File: src/sv/ogcs_pkg.sv
// ----------------------------------------------------------------------------
// OLED glyph command sequencer package
// Shared request codes, display command bytes and controller/datapath types.
// ----------------------------------------------------------------------------
package ogcs_pkg;

	// Request codes carried in req_type.
	localparam logic [1:0] REQ_DRAW      = 2'd0;
	localparam logic [1:0] REQ_LOAD      = 2'd1;
	localparam logic [1:0] REQ_POWER_ON  = 2'd2;
	localparam logic [1:0] REQ_POWER_OFF = 2'd3;

	// Display controller command bytes.
	localparam logic [7:0] CMD_CHARGE_PUMP = 8'h8D;
	localparam logic [7:0] CMD_PUMP_ON     = 8'h14;
	localparam logic [7:0] CMD_PUMP_OFF    = 8'h10;
	localparam logic [7:0] CMD_DISPLAY_ON  = 8'hAF;
	localparam logic [7:0] CMD_DISPLAY_OFF = 8'hAE;
	localparam logic [7:0] CMD_PAGE        = 8'hB0;
	localparam logic [7:0] CMD_COL_HI      = 8'h10;
	localparam logic [7:0] CMD_COL_LO_SET  = 8'h01;

	// Step counts and sizes of one request's byte run.
	localparam int          STEP_W         = 6;
	localparam logic [5:0]  LAST_STEP_PWR  = 6'd2;
	localparam logic [5:0]  LAST_STEP_NARROW = 6'd21;
	localparam logic [5:0]  LAST_STEP_WIDE = 6'd37;
	localparam logic [5:0]  CURSOR_LEN     = 6'd3;
	localparam logic [5:0]  HALF_NARROW    = 6'd8;
	localparam logic [5:0]  HALF_WIDE      = 6'd16;
	localparam int          GLYPH_BASE_W   = 13;
	localparam logic [1:0]  REDUCE_FIRST   = 2'd3;

	// Commands from the controller to the datapath.
	typedef struct packed {
		logic       accept;
		logic       reduce;
		logic [1:0] red_shift;
		logic       write;
		logic       issue;
	} ogcs_cmd_t;

	// Status from the datapath to the controller.
	typedef struct packed {
		logic is_load;
		logic issue_ok;
		logic last_step;
	} ogcs_sts_t;

endpackage

File: src/sv/ogcs_ctrl.sv
// ----------------------------------------------------------------------------
// OLED glyph sequencer controller
// State machine that accepts requests, steps the address reduction, writes
// font bytes and paces the byte issue of the datapath.
// ----------------------------------------------------------------------------
module ogcs_ctrl import ogcs_pkg::*; (
	input  logic      clk,
	input  logic      arst_n,
	input  logic      in_valid,
	output logic      in_stall,
	input  logic [1:0] req_type,
	input  ogcs_sts_t sts,
	output ogcs_cmd_t cmd
);

	typedef enum logic [1:0] {
		ST_IDLE,
		ST_REDUCE,
		ST_WRITE,
		ST_RUN
	} state_t;

	state_t     state_q;
	logic [1:0] red_cnt_q;

	// Command decode from the current state.
	always_comb begin
		cmd           = '0;
		cmd.accept    = (state_q == ST_IDLE) && in_valid;
		cmd.reduce    = (state_q == ST_REDUCE);
		cmd.red_shift = red_cnt_q;
		cmd.write     = (state_q == ST_WRITE);
		cmd.issue     = (state_q == ST_RUN) && sts.issue_ok;
	end

	assign in_stall = (state_q != ST_IDLE);

	// State register and reduction step counter.
	always_ff @(posedge clk or negedge arst_n) begin
		if (!arst_n) begin
			state_q   <= ST_IDLE;
			red_cnt_q <= '0;
		end else begin
			case (state_q)
				ST_IDLE: begin
					if (cmd.accept) begin
						red_cnt_q <= REDUCE_FIRST;
						if (req_type == REQ_DRAW || req_type == REQ_LOAD) begin
							state_q <= ST_REDUCE;
						end else begin
							state_q <= ST_RUN;
						end
					end
				end
				ST_REDUCE: begin
					red_cnt_q <= red_cnt_q - 2'd1;
					if (red_cnt_q == 2'd0) begin
						state_q <= sts.is_load ? ST_WRITE : ST_RUN;
					end
				end
				ST_WRITE: begin
					state_q <= ST_IDLE;
				end
				ST_RUN: begin
					if (cmd.issue && sts.last_step) begin
						state_q <= ST_IDLE;
					end
				end
				default: begin
					state_q <= ST_IDLE;
				end
			endcase
		end
	end

endmodule

File: config.mk
export PLATFORM = sky130hd
export DESIGN_NAME = ogcs_ctrl
export DESIGN_NICKNAME = d
export VERILOG_FILES = /design/src/sv/ogcs_pkg.sv /design/src/sv/ogcs_ctrl.sv
export SDC_FILE = /design/constraint.sdc
export NUM_CORES = 1
export LEC_CHECK = 0
export ABC_AREA = 0
export BUFFER_PORTS_ARGS = -buffer_cell sky130_fd_sc_hd__buf_4
export CAP_MARGIN = 10
export CORE_AREA = 4 4 41 43
export DETAILED_ROUTE_END_ITERATION = 6
export DIE_AREA = 0 0 45 47
export PLACE_DENSITY_LB_ADDON = 0.15
export SETUP_SLACK_MARGIN = 0.5
export SYNTH_ARGS = -nofsm -noshare
export SYNTH_HDL_FRONTEND = slang
export SYNTH_SLANG_ARGS = --single-unit
export TNS_END_PERCENT = 20
File: constraint.sdc
create_clock -name clk -period 2.1 [get_ports clk]
set_input_delay 0.21 -clock clk [delete_from_list [all_inputs] [get_ports clk]]
set_output_delay 0.21 -clock clk [all_outputs]
set_load 0.02 [all_outputs]
# Word level (Yosys, flattened, before mapping)
# Cells that the tools add are included.
# W data, S select, Z words.
[totals] word_cells=29 mem_bits_ro=0 input_bits=8 mem_count=0 latch_bits=0 ramBits=0 register_bits=4
[classes] n_reduce_logical=11 muxes=8 order_cmp=0 mul=0 shift=0 n_bitwise=0 eq_ne=7 div_mod_pow=0 addsub=1
[ops] op="$mux W2" count=5
[ops] op="$pmux W2 S4" count=1
[ops] op="$logic_not A2 Y1" count=3
[ops] op="$eq A2 B1 Y1 const B" count=2
[ops] op="$eq A2 B2 Y1 const B" count=2
[ops] op="$ne A2 B1 Y1 const B" count=2
[ops] op="$pmux W2 S2" count=1
[ops] op="$reduce_bool A2 Y1" count=2
[ops] op="$logic_and A1 B1 Y1" count=3
[ops] op="$reduce_and A3 Y1" count=1
[ops] op="$ne A2 B2 Y1 const B" count=1
[ops] op="$reduce_and A2 Y1" count=1
[ops] op="$sub A2 B1 Y2 const B" count=1
[ops] op="$logic_or A1 B1 Y1" count=1
[ops] op="$mux W1" count=1

# Logic depth before layout (Yosys ltp)
# Gate-level depths: netlist (run 1).
[depth] ltp_word=5 ltp_mapped=4 mapped_depth_nobuf=4

# Worst setup path before layout (run 1)
# Ideal clock, no wire load.
[synth_path] path_kind="reg2out" startpoint="reg state_q[1]" endpoint="out cmd[5] in the netlist's numbering" setup_slack_ns=0.828 path_stages_with_launch=3 t_required_ns=1.890 arrival_ns=1.062 path_buffers=0 cell_sequence="dfrtp_1 > or2_1 > nor2_1"
[synth_lines] item="start, declared" line_no="ogcs_ctrl.sv:23" rtl="state_t state_q;"
[synth_lines] item="start signal, assigned" line_no="ogcs_ctrl.sv:58" rtl="state_q <= sts.is_load ? ST_WRITE : ST_RUN;"
[synth_lines] item="end, declared" line_no="ogcs_ctrl.sv:13" rtl="output ogcs_cmd_t cmd"

==> key figures, run 1 <==
Outcome
  – Status: finished clean

Setup path
  – Worst Setup EP: cmd[5]
  – CP Depth: 3
  – Critical Path AT: 1170 ps
  – Crit. Startpoint: state_q[1]$_DFFE_PN0P_
  – Worst-path fanout max: 6
  – Worst path bufs/invs: 1
  – CP max-delay cell: dfrtp_1
  – Register-to-register setup slack: 1080 ps
  – CP top delay family: flip-flops
  – R2r endpoint: state_q[0]$_DFFE_PN0P_
  – Crit Path Class: reg -> out
  – Critical path launch point type: flip-flop
  – Critical path capture point type: output port
  – Worst path max stage delay: 420 ps
  – Crit path required time: 1890 ps
  – R2R depth: 4
  – FF-to-FF Start: red_cnt_q[0]$_DFFE_PN0P_
  – CP cell instances: or2_1 > nor2_1 > buf_4

STA
  – Max Fclk: 723 MHz
  – Clk_skew: 2.39 ps
  – Rel. slew slack: 0.851
  – Hold Vio Cnt, Final: 0
  – RSZ-0062 raised after global routing: no
  – Post-layout min period: 1380 ps
  – Fin worst setup slack: 716 ps
  – Worst-margin pin slew: 223 ps
  – Fin. max-slew vios: 0
  – Final Cycle Share: 0.659
  – Final Setup Violations: 0
  – Final TNS setup: 0 ps

CTS
  – Clock latency on the worst-skew pair: 230 ps
  – Clock sinks: 4
  – Clock Path Buffers: 2
  – CTS buffer count: 3
  – Clk pin slew, worst setup/hold paths: 40 ps
  – H-tree levels: 1
  – CTS tree: built
  – Post-CTS setup buffer count: 0
  – Root Driver: clkbuf_4

Cells and area
  – # fillers: 155
  – Register area: 100 um^2
  – Antenna diode count: 0
  – Final nets: 51
  – Fin cells: 55
  – Share of cells above drive strength 1: 0.450
  – Area of the multi-input gates: 109 um^2
  – Most frequent cells in the layout: buf_4 (13), dfrtp_1 (4), inv_1 (3), nand2_1 (3), clkbuf_4 (3)
  – Most common cell after layout, fill and taps aside: buf_4
  – Synthesis-to-layout area growth: 67.6%
  – Fin area: 369 um^2

Placement
  – Dpl cell area: 337 um^2
  – Place WS: 960 ps
  – Routability cong.: 0.620
  – Post-placement cell count: 51
  – HPWL reported at the end of detailed placement: 432 um
  – IO Port Bufs: 13

GRT
  – Tot GR Track Use: 0.0580
  – Antenna violations before repair: 0
  – GR Overflow Total: 0
  – Vias in the first global route: 215
  – Largest net degree at the start of global routing: 8
  – First-pass GRT wire length: 848 um

Detailed routing
  – Routed Antenna Nets: 0
  – Via count: 209
  – DRC Markers: 0
  – DRT Wirelength: 517 um
  – Vias per cell: 3.80
  – Mean routed wirelength per cell: 9.40 um
  – Pre-Repair DR Iteration Count: 1
  – Initial drt markers: 0

Floorplanning
  – Die W: 45 um
  – Die area: 2120 um^2
  – I/O pins: 15
  – Initial Util: 0.169
  – Die Ht: 47 um
  – # rows: 13
  – Core area: 1300 um^2

Logic synthesis
  – Synth Instances: 23
  – Syn_area_per_cell: 9.57 um^2
  – Synth cell types: 15
  – Netlist Area Pre-Place: 220 um^2
  – Register area share after synthesis: 0.455
  – #FFs+latches synth: 4
  – Post-Syn Nets: 32
  – Synth Warn #: 0

Power
  – Pleak: 0.199 nW
  – Comb pwr share: 0.557
  – Total internal power: 0.000317 W
  – Sw power: 0.000224 W
  – P per Cell Area: 1470 nW/um^2
  – Switching portion of total power: 0.414
  – Maximum vdd drop: 0.000486 V
  – Clock Power Share: 0.170
  – Seq pwr share: 0.273

Run
  – Max-cap violations: 0

Worst hold path
  – Hold Crit Class: in -> reg
[tightest hold or removal path, stage by stage]
cell and delay [ps]:
buf_4 110, nand2_1 60, o211ai_2 80
[per-stage QoR]
stage | utilization | total power [W] | hold WS (ps)
after global placement | 0.259 | 0.000454 | 6.79
after detailed placement | 0.259 | 0.000455 | 7.73
after global routing | 0.284 | 0.000593 | 286
after floorplan | - | 0.000331 | -85.6
final | 0.284 | 0.000541 | 279
after CTS | 0.284 | 0.000554 | 270
[kinds of logic (layout without fill, tap and decap cells)]
kind of cell	after synthesis	in the layout	synth area share
DFF	4	4	0.455
AOI/OAI and AO/OA	4	4	0.148
adders and majority gates	1	1	0.0568
buffers and inverters	3	20	0.0511
muxes	1	1	0.0455
and+or+nand+nor	10	10	0.244
[final cells by class]
| class | count | share of cell area |
|---|---|---|
| sequential | 4 | 0.271 |
| timing repair buffer | 14 | 0.292 |
| tap | 15 | 0.0508 |
| multi-input combinational | 16 | 0.295 |
| inverter | 3 | 0.0305 |
| clock buffer | 3 | 0.0610 |
[worst min path at each step]
stage / end / start / slack [ps] / cells past startpoint
global route: state_q[1]$_DFFE_PN0P_ / req_type[1] / 290 / 3
global placement: state_q[0]$_DFFE_PN0P_ / arst_n / 7 / 1
CTS: state_q[1]$_DFFE_PN0P_ / req_type[1] / 270 / 3
detailed placement: state_q[0]$_DFFE_PN0P_ / arst_n / 8 / 1
floorplan: red_cnt_q[0]$_DFFE_PN0P_ / arst_n / -90 / 0
finish: state_q[1]$_DFFE_PN0P_ / req_type[1] / 280 / 3
[state kept, by name, summed over array words and instances, names as in the netlist]
signal,cells
red_cnt_q,2
state_q,2
[synthesized netlist by cell type]
library cell | n | share of area
dfrtp_1 | 4 | 0.45
inv_1 | 3 | 0.051
nand2_1 | 3 | 0.051
and3_1 | 2 | 0.057
a22oi_1 | 1 | 0.034
ha_1 | 1 | 0.057
mux2i_1 | 1 | 0.045
nand3_1 | 1 | 0.023
nor2_1 | 1 | 0.017
nor2b_1 | 1 | 0.028
nor2b_2 | 1 | 0.040
o211ai_2 | 1 | 0.057
o21ai_0 | 1 | 0.023
o21bai_1 | 1 | 0.034
or2_1 | 1 | 0.028
[power groups by stage]
stage          logic [W]  clock network [W]  registers, W
2_1_floorplan   0.000165                  0      0.000166
3_3_place_gp    0.000306                  0      0.000149
3_5_place_dp    0.000305                  0      0.000150
4_1_cts         0.000307          0.0000990      0.000148
5_1_grt         0.000331           0.000103      0.000159
6_report        0.000301          0.0000922      0.000147
[repair_timing]
action                    CTS  global route
resized for setup           0             0
hold buffers                1             0
hold endpoints to repair    4             0
[layer usage]
metal,wire (um),share of wire,GRT usage,vias to the layer above
li1,-,-,-,115
met1,214,0.41,0.0693,85
met2,220,0.43,0.0706,9
met3,83,0.16,0.0345,0
met4,0,0,0.0526,0
met5,0,0,0,-
No activity file was read; power rests on OpenSTA's default activity.
==> run 2, diff against run 1 <==
clock period = 1.4 ns   (was 2.1 ns; I/O delays follow)
==> run 2 against run 1 <==
Wire length up 13%; critical endpoint unchanged; clock skew is 0.75 ps higher; setup slack got worse by 570 ps; die area is the same; total power increased by 74%; largest power group unchanged; first-iteration DRC count stayed put; final area up 12%; non-clock buffer count rose by 3; flip-flop and latch count stayed put; core utilization grew 3.4 points.
==> key figures, run 2 (synthesis gave the netlist of run 1 again) <==
Detailed routing
  – Mean routed wirelength per cell: 9.93 um
  – Via count: 228
  – DRT Wirelength: 586 um
  – Routed Antenna Nets: 0
  – Vias per cell: 3.86
  – DRC Markers: 0
  – Initial drt markers: 0
  – Pre-Repair DR Iteration Count: 1

Cells and area
  – Most common cell after layout, fill and taps aside: buf_4
  – Share of cells above drive strength 1: 0.614
  – Antenna diode count: 0
  – Biggest regs: red_cnt_q x2, state_q x2
  – Final nets: 54
  – Synthesis-to-layout area growth: 87.5%
  – Most frequent cells in the layout: buf_4 (15), nand2_1 (3), clkbuf_4 (3), dfrtp_2 (3)
  – Layout Utilization: 0.317

Setup path
  – Worst path max stage delay: 430 ps
  – Critical path launch point type: flip-flop
  – Crit Path Class: reg -> out
  – Worst-path fanout max: 6
  – Crit path required time: 1260 ps
  – Critical Path AT: 1110 ps
  – CP max-delay cell: dfrtp_2
  – CP cell instances: or2_4 > nor2_4 > buf_6
  – Worst path bufs/invs: 1
  – CP top delay family: flip-flops
  – Critical path capture point type: output port

Power
  – Seq pwr share: 0.243
  – Maximum vdd drop: 0.000882 V
  – Comb pwr share: 0.589
  – Total internal power: 0.000567 W
  – Pleak: 0.212 nW
  – Switching portion of total power: 0.396
  – Clock Power Share: 0.168
  – P per Cell Area: 2270 nW/um^2
  – Sw power: 0.000372 W

Outcome
  – Status: finished clean

STA
  – Clk_skew: 3.14 ps
  – Final TNS setup: 0 ps
  – Max Fclk: 798 MHz
  – Final Setup Violations: 0
  – Fin. max-slew vios: 0
  – Final Cycle Share: 0.895
  – RSZ-0062 raised after global routing: yes
  – Hold Vio Cnt, Final: 0
  – Post-layout min period: 1250 ps
  – Rel. slew slack: 0.824
  – Worst-margin pin slew: 264 ps

Placement
  – HPWL reported at the end of detailed placement: 469 um
  – IO Port Bufs: 13
  – Routability cong.: 0.727

CTS
  – Clock sinks: 4
  – Root Driver: clkbuf_4
  – CTS tree: built
  – CTS buffer count: 3
  – Clock latency on the worst-skew pair: 240 ps
  – Clock Path Buffers: 2
  – Clk pin slew, worst setup/hold paths: 40 ps
  – H-tree levels: 1

GRT
  – GR Overflow Total: 0
  – Tot GR Track Use: 0.0744
  – Antenna violations before repair: 0
  – First-pass GRT wire length: 1010 um
  – Vias in the first global route: 235
  – Largest net degree at the start of global routing: 7

Worst hold path
  – Hold Crit Class: in -> reg

Floorplanning
  – # rows: 13
  – Initial Util: 0.169
  – Die Ht: 47 um
  – I/O pins: 15
  – Die area: 2120 um^2
  – Die W: 45 um
  – Core area: 1300 um^2

Run
  – Max-cap violations: 0
-- run 2: layout make-up --
class | instances | area [um^2]
tap | 15 | 18.8
clock buffer | 4 | 26.3
sequential | 4 | 104
timing repair buffer | 17 | 134
fill | 150 | 888
inverter | 3 | 11.3
multi-input combinational | 16 | 119
-- run 2: per-stage QoR --
step	hold slack (ps)	setup slack (ps)	area [um^2]	instances	total power, W
6_report	185	147	413	59	0.000939
5_1_grt	192	88.4	413	59	0.00103
4_1_cts	185	126	412	59	0.000956
3_5_place_dp	-62.9	347	349	51	0.000720
2_1_floorplan	-156	408	233	23	0.000534
3_3_place_gp	-63.3	346	349	51	0.000715
-- run 2: power by group through the flow --
| stage | sequential [W] | combinational, W | clock [W] |
|---|---|---|---|
| after global placement | 0.000235 | 0.000480 | 0 |
| after floorplan | 0.000259 | 0.000275 | 0 |
| after global routing | 0.000237 | 0.000607 | 0.000182 |
| final | 0.000228 | 0.000553 | 0.000158 |
| after CTS | 0.000227 | 0.000564 | 0.000165 |
| after detailed placement | 0.000234 | 0.000487 | 0 |
-- run 2: what timing repair did --
item / 4_1_cts / 5_1_grt
buffers inserted: 3 / 0
endpoints found under the setup margin: 11 / 11
hold endpoints to repair: 4 / 0
pin swaps: 1 / 0
resized for setup: 1 / 1
hold buffers: 1 / 0
-- run 2: per-layer routing --
layer,vias to the layer above,routed length (um),global-route usage
li1,119,-,-
met1,94,231,0.0755
met2,13,280,0.0989
met3,2,62,0.0536
met4,0,12,0.0702
met5,-,0,0
-- run 2: worst reg2reg max path: cells and delay by family (launching register included) --
| family | cells | cell delay [ps] |
|---|---|---|
| muxes | 1 | 120 |
| AOI/OAI and AO/OA | 1 | 250 |
| DFF | 1 | 400 |
| buffers and inverters | 1 | 150 |
-- run 2: path summary, 6_finish.rpt --
kind	startpoint	endpoint	slack [ps]	depth (start not counted)
setup / recovery	state_q[1]$_DFFE_PN0P_	cmd[5]	150	3
hold / removal	req_type[1]	state_q[1]$_DFFE_PN0P_	190	3
setup reg to reg	state_q[0]$_DFFE_PN0P_	red_cnt_q[0]$_DFFE_PN0P_	350	3
hold reg to reg	red_cnt_q[0]$_DFFE_PN0P_	red_cnt_q[0]$_DFFE_PN0P_	560	2
max in group asynchronous	arst_n	state_q[1]$_DFFE_PN0P_	1040	2
min in group asynchronous	arst_n	red_cnt_q[0]$_DFFE_PN0P_	240	2
